--- src/rtl/rrts_pkg.sv ---
// ----------------------------------------------------------------------------
// rrts_pkg - round-robin task scheduler definitions
// Command, status and register index codes plus fixed field widths.
// ----------------------------------------------------------------------------
package rrts_pkg;

  // field widths fixed by the interface
  localparam int CMD_W    = 2;
  localparam int ID_W     = 4;
  localparam int STATUS_W = 2;
  localparam int CFG_IDX_W = 2;
  localparam int CFG_W    = 16;
  localparam int FRAC_W   = 17;
  localparam int SEC_W    = 32;

  typedef logic [CMD_W-1:0]    cmd_t;
  typedef logic [STATUS_W-1:0] status_t;
  typedef logic [CFG_IDX_W-1:0] cfg_idx_t;

  // commands
  localparam cmd_t CMD_TICK  = 2'd0;
  localparam cmd_t CMD_SPAWN = 2'd1;
  localparam cmd_t CMD_DIE   = 2'd2;

  // result status
  localparam status_t ST_OK   = 2'd0;
  localparam status_t ST_FULL = 2'd1;
  localparam status_t ST_BAD  = 2'd2;

  // configuration register indexes
  localparam cfg_idx_t REG_TICK_STEP    = 2'd0;
  localparam cfg_idx_t REG_UNITS_PER_SEC = 2'd1;

  // reset values of the configuration registers
  localparam logic [CFG_W-1:0] TICK_STEP_RST = 16'd1;
  localparam logic [CFG_W-1:0] UPS_RST       = 16'd1000;

endpackage

--- src/rtl/round_robin_task_scheduler.sv ---
// ----------------------------------------------------------------------------
// round_robin_task_scheduler - ring-based round-robin task scheduler
// Doubly linked ring of tasks behind a root entry, slot allocation with a
// circular free-slot search, and a fractional tick counter yielding seconds.
// ----------------------------------------------------------------------------
//
//  channel | direction | handshake          | payload
//  --------+-----------+--------------------+-----------------------------------
//  in_     | input     | in_valid/in_stall  | cmd, task_id, task_is_root
//  out_    | output    | out_valid/out_stall| next_task, next_is_root, new_slot,
//          |           |                    | status, seconds
//  cfg_    | input     | cfg_valid/cfg_ready| cfg_index, cfg_data
//
//  Every beat is accepted in idle and walks the sequencer: tick reads,
//  unlinks and relinks the task at the tail; die reads, unlinks and clears;
//  spawn scans for a free slot (free-slot scan checks one slot per cycle),
//  claims it and links it in; every command ends with the head read and output.
//  The link memories have one write and one registered read port each; every
//  link update is a step of the sequencer through those ports.
//  Reset (rst_n low, synchronous) clears control, counters and the link
//  valid bits; an unwritten link entry reads as the root, so no sweep.
//  A held result in the output register does not block the next input beat;
//  the sequencer waits only when it has a new result and the old one stalls.
//
module round_robin_task_scheduler
  import rrts_pkg::*;
#(
  parameter int SLOT_COUNT = 16
) (
  input  logic                clk,
  input  logic                rst_n,
  // command channel
  input  logic                in_valid,
  output logic                in_stall,
  input  logic [CMD_W-1:0]    in_cmd,
  input  logic [ID_W-1:0]     in_task_id,
  input  logic                in_task_is_root,
  // result channel
  output logic                out_valid,
  input  logic                out_stall,
  output logic [ID_W-1:0]     out_next_task,
  output logic                out_next_is_root,
  output logic [ID_W-1:0]     out_new_slot,
  output logic [STATUS_W-1:0] out_status,
  output logic [SEC_W-1:0]    out_seconds,
  // configuration write channel
  input  logic                cfg_valid,
  output logic                cfg_ready,
  input  logic [CFG_IDX_W-1:0] cfg_index,
  input  logic [CFG_W-1:0]    cfg_data
);

  localparam int RING_SIZE = SLOT_COUNT + 1;
  localparam int RW        = $clog2(RING_SIZE);   // ring index width
  localparam int SW        = $clog2(SLOT_COUNT);  // slot index width
  localparam logic [RW-1:0] ROOT     = RW'(SLOT_COUNT);
  localparam logic [SW-1:0] LAST_SLT = SW'(SLOT_COUNT - 1);

  // sequencer states
  localparam logic [3:0] S_IDLE     = 4'd0;
  localparam logic [3:0] S_TK_RD    = 4'd1;
  localparam logic [3:0] S_TK_UNL   = 4'd2;
  localparam logic [3:0] S_TK_TAIL  = 4'd3;
  localparam logic [3:0] S_TK_LINK  = 4'd4;
  localparam logic [3:0] S_TK_LINK2 = 4'd5;
  localparam logic [3:0] S_SCAN     = 4'd6;
  localparam logic [3:0] S_SP_RD    = 4'd7;
  localparam logic [3:0] S_SP_LNK   = 4'd8;
  localparam logic [3:0] S_SP_LNK2  = 4'd9;
  localparam logic [3:0] S_DIE_RD   = 4'd10;
  localparam logic [3:0] S_DIE_UNL  = 4'd11;
  localparam logic [3:0] S_DIE_CLR  = 4'd12;
  localparam logic [3:0] S_HEAD     = 4'd13;
  localparam logic [3:0] S_OUT      = 4'd14;

  // link memories
  logic [RW-1:0] next_mem [RING_SIZE];
  logic [RW-1:0] prev_mem [RING_SIZE];
  logic [RING_SIZE-1:0] n_vld_r, p_vld_r;
  logic [RW-1:0] n_rdata_r, p_rdata_r;
  logic          n_rvld_r, p_rvld_r;
  logic          n_we, p_we;
  logic [RW-1:0] n_wa, n_wd, n_ra, p_wa, p_wd, p_ra;
  logic [RW-1:0] n_rd, p_rd;

  // control and state
  logic [3:0]           state_r, state_nxt;
  logic                 live_r, live_nxt;
  logic [SW-1:0]        t_r, t_nxt;
  logic [SW-1:0]        s_r, s_nxt;
  logic [SW-1:0]        k_r, k_nxt;
  logic [SW-1:0]        cursor_r, cursor_nxt;
  logic [SLOT_COUNT-1:0] used_r, used_nxt;
  logic [RW-1:0]        tail_r, tail_nxt;
  logic [FRAC_W-1:0]    frac_r, frac_nxt;
  logic [SEC_W-1:0]     sec_r, sec_nxt;
  logic [STATUS_W-1:0]  status_r, status_nxt;
  logic [ID_W-1:0]      new_slot_r, new_slot_nxt;
  logic [CFG_W-1:0]     tick_step_r, ups_r;

  // output register
  logic                 out_valid_r, out_valid_nxt;
  logic [ID_W-1:0]      out_task_r, out_task_nxt;
  logic                 out_root_r, out_root_nxt;
  logic [ID_W-1:0]      out_slot_r, out_slot_nxt;
  logic [STATUS_W-1:0]  out_status_r, out_status_nxt;
  logic [SEC_W-1:0]     out_sec_r, out_sec_nxt;

  logic                 in_take;
  logic                 id_live;
  logic [SW-1:0]        id_slot;

  // ---------------------------------------------------------------------------
  // link memories: one write, one registered read each
  // ---------------------------------------------------------------------------
  always_ff @(posedge clk) begin
    if (n_we) begin
      next_mem[n_wa] <= n_wd;
    end
    if (p_we) begin
      prev_mem[p_wa] <= p_wd;
    end
    n_rdata_r <= next_mem[n_ra];
    p_rdata_r <= prev_mem[p_ra];
  end

  // per-entry valid bits; an entry never written links to the root
  always_ff @(posedge clk) begin
    if (!rst_n) begin
      n_vld_r  <= '0;
      p_vld_r  <= '0;
      n_rvld_r <= 1'b0;
      p_rvld_r <= 1'b0;
    end else begin
      n_rvld_r <= n_vld_r[n_ra];
      p_rvld_r <= p_vld_r[p_ra];
      if (n_we) begin
        n_vld_r[n_wa] <= 1'b1;
      end
      if (p_we) begin
        p_vld_r[p_wa] <= 1'b1;
      end
    end
  end

  assign n_rd = n_rvld_r ? n_rdata_r : ROOT;
  assign p_rd = p_rvld_r ? p_rdata_r : ROOT;

  // ---------------------------------------------------------------------------
  // handshake and decode
  // ---------------------------------------------------------------------------
  assign in_stall  = (state_r != S_IDLE);
  assign in_take   = in_valid && !in_stall;
  assign cfg_ready = 1'b1;

  assign id_slot = SW'(in_task_id);
  assign id_live = !in_task_is_root && (int'(in_task_id) < SLOT_COUNT) && used_r[id_slot];

  // ---------------------------------------------------------------------------
  // sequencer
  // ---------------------------------------------------------------------------
  always_comb begin
    state_nxt    = state_r;
    live_nxt     = live_r;
    t_nxt        = t_r;
    s_nxt        = s_r;
    k_nxt        = k_r;
    cursor_nxt   = cursor_r;
    used_nxt     = used_r;
    tail_nxt     = tail_r;
    frac_nxt     = frac_r;
    sec_nxt      = sec_r;
    status_nxt   = status_r;
    new_slot_nxt = new_slot_r;

    out_valid_nxt  = out_valid_r;
    out_task_nxt   = out_task_r;
    out_root_nxt   = out_root_r;
    out_slot_nxt   = out_slot_r;
    out_status_nxt = out_status_r;
    out_sec_nxt    = out_sec_r;

    n_we = 1'b0;
    n_wa = ROOT;
    n_wd = ROOT;
    n_ra = ROOT;
    p_we = 1'b0;
    p_wa = ROOT;
    p_wd = ROOT;
    p_ra = ROOT;

    if (out_valid_r && !out_stall) begin
      out_valid_nxt = 1'b0;
    end

    case (state_r)
      S_IDLE: begin
        if (in_take) begin
          live_nxt     = id_live;
          t_nxt        = id_slot;
          s_nxt        = cursor_r;
          k_nxt        = '0;
          status_nxt   = ST_OK;
          new_slot_nxt = '0;
          case (in_cmd)
            CMD_TICK:  state_nxt = S_TK_RD;
            CMD_SPAWN: state_nxt = S_SCAN;
            CMD_DIE: begin
              state_nxt = S_DIE_RD;
              if (!id_live) begin
                status_nxt = ST_BAD;
              end
            end
            default:   state_nxt = S_HEAD;
          endcase
        end
      end

      // tick: time step 1 and fetch links of the task that ran
      S_TK_RD: begin
        frac_nxt  = frac_r + FRAC_W'(tick_step_r);
        n_ra      = RW'(t_r);
        p_ra      = RW'(t_r);
        state_nxt = S_TK_UNL;
      end
      // time step 2, unlink the task
      S_TK_UNL: begin
        if (frac_r >= FRAC_W'(ups_r)) begin
          frac_nxt = frac_r - FRAC_W'(ups_r);
          sec_nxt  = sec_r + SEC_W'(1);
        end
        n_we      = live_r;
        n_wa      = p_rd;
        n_wd      = n_rd;
        p_we      = live_r;
        p_wa      = n_rd;
        p_wd      = p_rd;
        state_nxt = S_TK_TAIL;
      end
      // read the tail once the unlink has landed
      S_TK_TAIL: begin
        state_nxt = S_TK_LINK;
      end
      S_TK_LINK: begin
        tail_nxt  = p_rd;
        n_we      = live_r;
        n_wa      = p_rd;
        n_wd      = RW'(t_r);
        p_we      = live_r;
        p_wa      = ROOT;
        p_wd      = RW'(t_r);
        state_nxt = S_TK_LINK2;
      end
      S_TK_LINK2: begin
        n_we      = live_r;
        n_wa      = RW'(t_r);
        n_wd      = ROOT;
        p_we      = live_r;
        p_wa      = RW'(t_r);
        p_wd      = tail_r;
        state_nxt = S_HEAD;
      end

      // spawn: one slot checked per cycle
      S_SCAN: begin
        if (!used_r[s_r]) begin
          state_nxt = S_SP_RD;
        end else if (k_r == LAST_SLT) begin
          status_nxt = ST_FULL;
          state_nxt  = S_HEAD;
        end else begin
          s_nxt = (s_r == LAST_SLT) ? '0 : s_r + SW'(1);
          k_nxt = k_r + SW'(1);
        end
      end
      // claim the slot, fetch the first task after the root
      S_SP_RD: begin
        cursor_nxt      = s_r;
        used_nxt[s_r]   = 1'b1;
        new_slot_nxt    = ID_W'(s_r);
        state_nxt       = S_SP_LNK;
      end
      S_SP_LNK: begin
        n_we      = 1'b1;
        n_wa      = RW'(s_r);
        n_wd      = n_rd;
        p_we      = 1'b1;
        p_wa      = n_rd;
        p_wd      = RW'(s_r);
        state_nxt = S_SP_LNK2;
      end
      S_SP_LNK2: begin
        n_we      = 1'b1;
        n_wa      = ROOT;
        n_wd      = RW'(s_r);
        p_we      = 1'b1;
        p_wa      = RW'(s_r);
        p_wd      = ROOT;
        state_nxt = S_HEAD;
      end

      // die: unlink and free
      S_DIE_RD: begin
        n_ra      = RW'(t_r);
        p_ra      = RW'(t_r);
        state_nxt = S_DIE_UNL;
      end
      S_DIE_UNL: begin
        n_we      = live_r;
        n_wa      = p_rd;
        n_wd      = n_rd;
        p_we      = live_r;
        p_wa      = n_rd;
        p_wd      = p_rd;
        state_nxt = S_DIE_CLR;
      end
      S_DIE_CLR: begin
        n_we      = live_r;
        n_wa      = RW'(t_r);
        n_wd      = ROOT;
        p_we      = live_r;
        p_wa      = RW'(t_r);
        p_wd      = ROOT;
        if (live_r) begin
          used_nxt[t_r] = 1'b0;
        end
        state_nxt = S_HEAD;
      end

      // head read: next[root] is on the default read address
      S_HEAD: begin
        state_nxt = S_OUT;
      end
      S_OUT: begin
        if (!out_valid_r || !out_stall) begin
          out_valid_nxt  = 1'b1;
          out_root_nxt   = (n_rd == ROOT);
          out_task_nxt   = (n_rd == ROOT) ? '0 : ID_W'(n_rd);
          out_slot_nxt   = new_slot_r;
          out_status_nxt = status_r;
          out_sec_nxt    = sec_r;
          state_nxt      = S_IDLE;
        end
      end

      default: begin
        state_nxt = S_IDLE;
      end
    endcase
  end

  // control registers
  always_ff @(posedge clk) begin
    if (!rst_n) begin
      state_r     <= S_IDLE;
      cursor_r    <= '0;
      used_r      <= '0;
      frac_r      <= '0;
      sec_r       <= '0;
      out_valid_r <= 1'b0;
      tick_step_r <= TICK_STEP_RST;
      ups_r       <= UPS_RST;
    end else begin
      state_r     <= state_nxt;
      cursor_r    <= cursor_nxt;
      used_r      <= used_nxt;
      frac_r      <= frac_nxt;
      sec_r       <= sec_nxt;
      out_valid_r <= out_valid_nxt;
      if (cfg_valid && cfg_ready) begin
        case (cfg_index)
          REG_TICK_STEP:     tick_step_r <= cfg_data;
          REG_UNITS_PER_SEC: ups_r       <= cfg_data;
          default: ;
        endcase
      end
    end
  end

  // payload registers
  always_ff @(posedge clk) begin
    live_r       <= live_nxt;
    t_r          <= t_nxt;
    s_r          <= s_nxt;
    k_r          <= k_nxt;
    tail_r       <= tail_nxt;
    status_r     <= status_nxt;
    new_slot_r   <= new_slot_nxt;
    out_task_r   <= out_task_nxt;
    out_root_r   <= out_root_nxt;
    out_slot_r   <= out_slot_nxt;
    out_status_r <= out_status_nxt;
    out_sec_r    <= out_sec_nxt;
  end

  assign out_valid        = out_valid_r;
  assign out_next_task    = out_task_r;
  assign out_next_is_root = out_root_r;
  assign out_new_slot     = out_slot_r;
  assign out_status       = out_status_r;
  assign out_seconds      = out_sec_r;

`ifndef NO_ASSERTIONS
  // a new result only comes from the final sequencer step
  a_out_from_seq: assert property (@(posedge clk) disable iff (!rst_n)
    $rose(out_valid_r) |-> $past(state_r == S_OUT))
    else $error("result raised outside final step");

  // a full ring never reports a slot
  a_full_no_slot: assert property (@(posedge clk) disable iff (!rst_n)
    (out_valid_r && out_status_r == ST_FULL) |-> (out_slot_r == '0))
    else $error("full status with nonzero slot");

  // a claimed slot is marked used in the next cycle
  a_claim_used: assert property (@(posedge clk) disable iff (!rst_n)
    (state_r == S_SP_RD) |=> used_r[s_r])
    else $error("claimed slot not marked used");

  // an accepted beat always starts the sequencer
  a_take_busy: assert property (@(posedge clk) disable iff (!rst_n)
    in_take |=> (state_r != S_IDLE))
    else $error("accepted beat left sequencer idle");
`endif

endmodule
--- config.mk ---
export PLATFORM = sky130hd
export DESIGN_NAME = round_robin_task_scheduler
export DESIGN_NICKNAME = d
export VERILOG_FILES = /design/src/rtl/rrts_pkg.sv /design/src/rtl/round_robin_task_scheduler.sv
export SDC_FILE = /design/constraint.sdc
export NUM_CORES = 1
export LEC_CHECK = 0
export BUFFER_PORTS_ARGS = -buffer_cell sky130_fd_sc_hd__buf_2
export CORE_MARGIN = 3
export CORE_UTILIZATION = 60
export CTS_BUF_LIST = sky130_fd_sc_hd__clkbuf_2 sky130_fd_sc_hd__clkbuf_4 sky130_fd_sc_hd__clkbuf_8
export DETAILED_ROUTE_END_ITERATION = 10
export GPL_ROUTABILITY_DRIVEN = 0
export GPL_TIMING_DRIVEN = 0
export MAX_ROUTING_LAYER = met4
export PLACE_DENSITY_LB_ADDON = 0.05
export SYNTH_ARGS = -nofsm -noshare
export SYNTH_HDL_FRONTEND = slang
export SYNTH_SLANG_ARGS = --single-unit
--- constraint.sdc ---
create_clock -name clk -period 12.04 [get_ports clk]
set_clock_uncertainty 0.1 [all_clocks]
set_input_delay 1.806 -clock clk [delete_from_list [all_inputs] [get_ports clk]]
set_output_delay 1.806 -clock clk [all_outputs]
set_load 0.1 [all_outputs]
==> qor.csv <==
stage,metric,value,unit
pwr,p_leak,7.13,nW
setup_path,crit_slowest_cell,buf_2,
setup_path,path_cells,clkbuf_1 > clkbuf_1 > clkbuf_1 > nor2_1 > nand2_1 > buf_2,
place,placedCellCount,2042,
die,core_area,28900,sq um
global_routing,grt_first_pass_wirelength,71700,um
global_routing,grt_overflow,0,
detailed_routing,ant_nets,0,
synthesis,synth_simple_gate_area_share,13.4,%
setup_path,cp.required,10130,ps
synthesis,ys.flop_type,edfxtp_1,
timing,post-route-period-util,39.6,%
timing,hold_viol,0,
detailed_routing,drc,0,
synthesis,synth_fp_nets,1656,
setup_path,crit_type,flip-flop to output pin,
place,place_hpwl,32900,um
synthesis,syn_area_per_cell,11.2,sq um
worst_hold_path,holdCritStartpoint,new_slot_r[2],
final_layout,drive_gt1_share,14.7,%
worst_hold_path,timing.hold.worst.class,flip-flop to flip-flop,
setup_path,r2r-start,ups_r[14],
global_routing,grt_max_degree,28,
synthesis,synth_mux_area_share,6.20,%
synthesis,synth-xor-area-share,1.08,%
setup_path,cp-end-kind,output pin,
synthesis,synth_cell_types,80,
final_layout,final_cell_mix,"237 x edfxtp_1, 201 x nand2_1, 152 x dfxtp_1",
synthesis,synth_edf_count,237,
detailed_routing,dr.pass1.iters,6,
timing,rsz0062_at_grt,false,
synthesis,synthAdderAreaFrac,3.17,%
clock_tree,cts_max_path_buffers,3,
clock_tree,root_buffer,clkbuf_8,
clock_tree,cts_setup_buffers,0,
die,initial_utilization,61.5,%
clock_tree,ctsResizeCount,0,
synthesis,syn_area,17800,sq um
detailed_routing,num_vias,13500,
final_layout,area_growth,12.4,%
pwr,ir_drop,0.134,mV
run,drv_cap,0,
die,ioPinCount,76,
place,port-buffer-count,74,
detailed_routing,wl_per_cell,21.7,um
synthesis,synthArstFlopShare,0,%
global_routing,grt_antenna_before_repair,1,
timing,worst-slew-pin-transition,1400,ps
clock_tree,clock_latency,650,ps
pwr,power-per-cell-area,208,nW/um^2
detailed_routing,viasPerCell,6.27,
synthesis,yosysSeqAreaShare,57.1,%
global_routing,grt_pass1_vias,12800,
clock_tree,clk_pin_slew,60,ps
timing,final-max-slew-violation-count,0,
final_layout,final_cells,2156,
timing,fmax,210,MHz
setup_path,slowest_delay,460,ps
die,fp.dieH,178,um
setup_path,cp-startpoint,state_r[2],
clock_tree,hold_buffers,0,
setup_path,critical_path_arrival,2860,ps
die,rows,62,
global_routing,track_usage,30.2,%
die,die_x,178,um
timing,tns,0,ps
detailed_routing,drtIter0Drc,1394,
clock_tree,cts_tree,built,
outcome,status,"complete, no violations",
clock_tree,cts.sinks,389,
synthesis,ys_ff_latch,389,
clock_tree,cts-buffers-inserted,59,
timing,setup_violations,0,
synthesis,synthCells,1583,
detailed_routing,routed_wl,46700,um
synthesis,synth_compound_area_share,16.0,%
setup_path,cp_common_cell,clkbuf_1,
timing,relSlewSlack,6.38,%
synthesis,synth_top_family_by_area,compound AO/OA/AOI/OAI gates,
timing,finalCriticalPeriod,4760,ps
final_layout,final_common_cell,edfxtp_1,
setup_path,crit_path_max_fanout,10,
setup_path,startpoint_type,flip-flop,
synthesis,yosys_warnings,0,
final_layout,nets,1793,
clock_tree,htree_levels,2,
die,die_area,31700,sq um
-- cells by family (layout without fill, tap and decap cells) --
group	count (synthesis)	after routing
AND/OR/NAND/NOR	496	496
buffers and inverters	130	318
XOR/XNOR	22	22
flip-flops	389	389
other	1	2
multiplexers	70	70
AO/OA/AOI/OAI	431	431
adder cells (fa/ha/maj)	44	44
-- cell type report --
type	instances	area (sq um)
Sequential cell	389	10200
Fill cell	2193	8940
Multi-Input combinational cell	1064	7130
Clock buffer	91	1110
Tap cell	384	480
Timing Repair Buffer	76	405
Buffer	80	347
Inverter	50	188
Clock inverter	21	166
Antenna cell	1	2.50
-- synthesized netlist by cell type (all sizes together), types with 5 or more instances --
library cell,count,area (sq um)
edfxtp,237,7120
nand2,201,754
dfxtp,152,3040
a21oi,127,636
nor2,90,338
o21ai,77,385
clkbuf,64,240
inv,50,188
o21a,47,353
ha,41,513
nand3,41,205
mux4,31,698
mux2i,28,280
nor2b,24,150
nor3,22,110
or3,22,138
o211ai,20,150
a211oi,18,148
a21o,16,120
buf,16,106
a311oi,15,149
nand2b,14,87.6
a22oi,13,97.6
a31oi,13,81.3
and3,12,75.1
o31ai,12,90.1
xnor2,12,105
mux2,11,124
nand4,11,83.8
o221ai,11,96.3
and2,10,62.6
o22ai,10,62.6
or4,10,75.1
xor2,10,87.6
nor3b,8,60.1
or2,8,50.1
a221o,7,70.1
nand3b,6,45.0
o311ai,5,43.8
o41ai,5,43.8
or3b,5,43.8
-- final timing paths --
path	to	slack (ps)	depth (start not counted)
worst max register to register	frac_r[9]	8260	11
worst min register to register	out_new_slot[2]	320	0
worst max-delay path	in_stall	7280	6
worst min-delay path	out_new_slot[2]	320	0
-- worst max-delay path: cells and delay by family (launching register included) --
kind                   cells  cell delay, ps
buffers and inverters      4            1590
flip-flops                 1             300
AND/OR/NAND/NOR            2             320
-- stage by stage --
| stage | worst slack (ps) | area (sq um) | power [mW] | hold slack, ps | util [%] |
|---|---|---|---|---|---|
| 6_report | 7280 | 20000 | 4.17 | 318 | 69.1 |
| 5_1_grt | 7090 | 20000 | 4.36 | 328 | 69.1 |
| 4_1_cts | 7310 | 20000 | 4.14 | 319 | 69.0 |
| 3_5_place_dp | 7970 | 18700 | 2.99 | 305 | 64.6 |
| 3_3_place_gp | 6550 | 18600 | 2.96 | 304 | 64.4 |
| 2_1_floorplan | 7610 | 17800 | 2.59 | 300 | - |
-- power breakdown --
part           total [mW]  leakage, nW  switching [mW]  internal [mW]
sequential           1.68         3.41          0.0725           1.61
clock                1.16        0.681           0.522          0.637
combinational        1.33         3.05           0.906          0.420
total                4.17         7.13            1.50           2.67
-- state kept, by name, summed over array words and instances (netlist names), 5 cells and up --
signal / count
used_r: 16
ups_r: 16
tail_r: 5
sec_r: 32
n_rdata_r: 5
prev_mem: 85
out_seconds: 32
n_vld_r: 17
p_rdata_r: 5
p_vld_r: 17
next_mem: 85
frac_r: 17
tick_step_r: 16
-- per-layer routing --
layer / share of wire (%) / vias to the layer above / global-route usage [%]
li1: - / 6246 / -
met1: 41 / 6539 / 39.4
met2: 48 / 588 / 48.1
met3: 6.8 / 145 / 4.68
met4: 4.2 / 0 / 11.8
met5: 0 / - / -
Power figures use the tool's default switching activity.
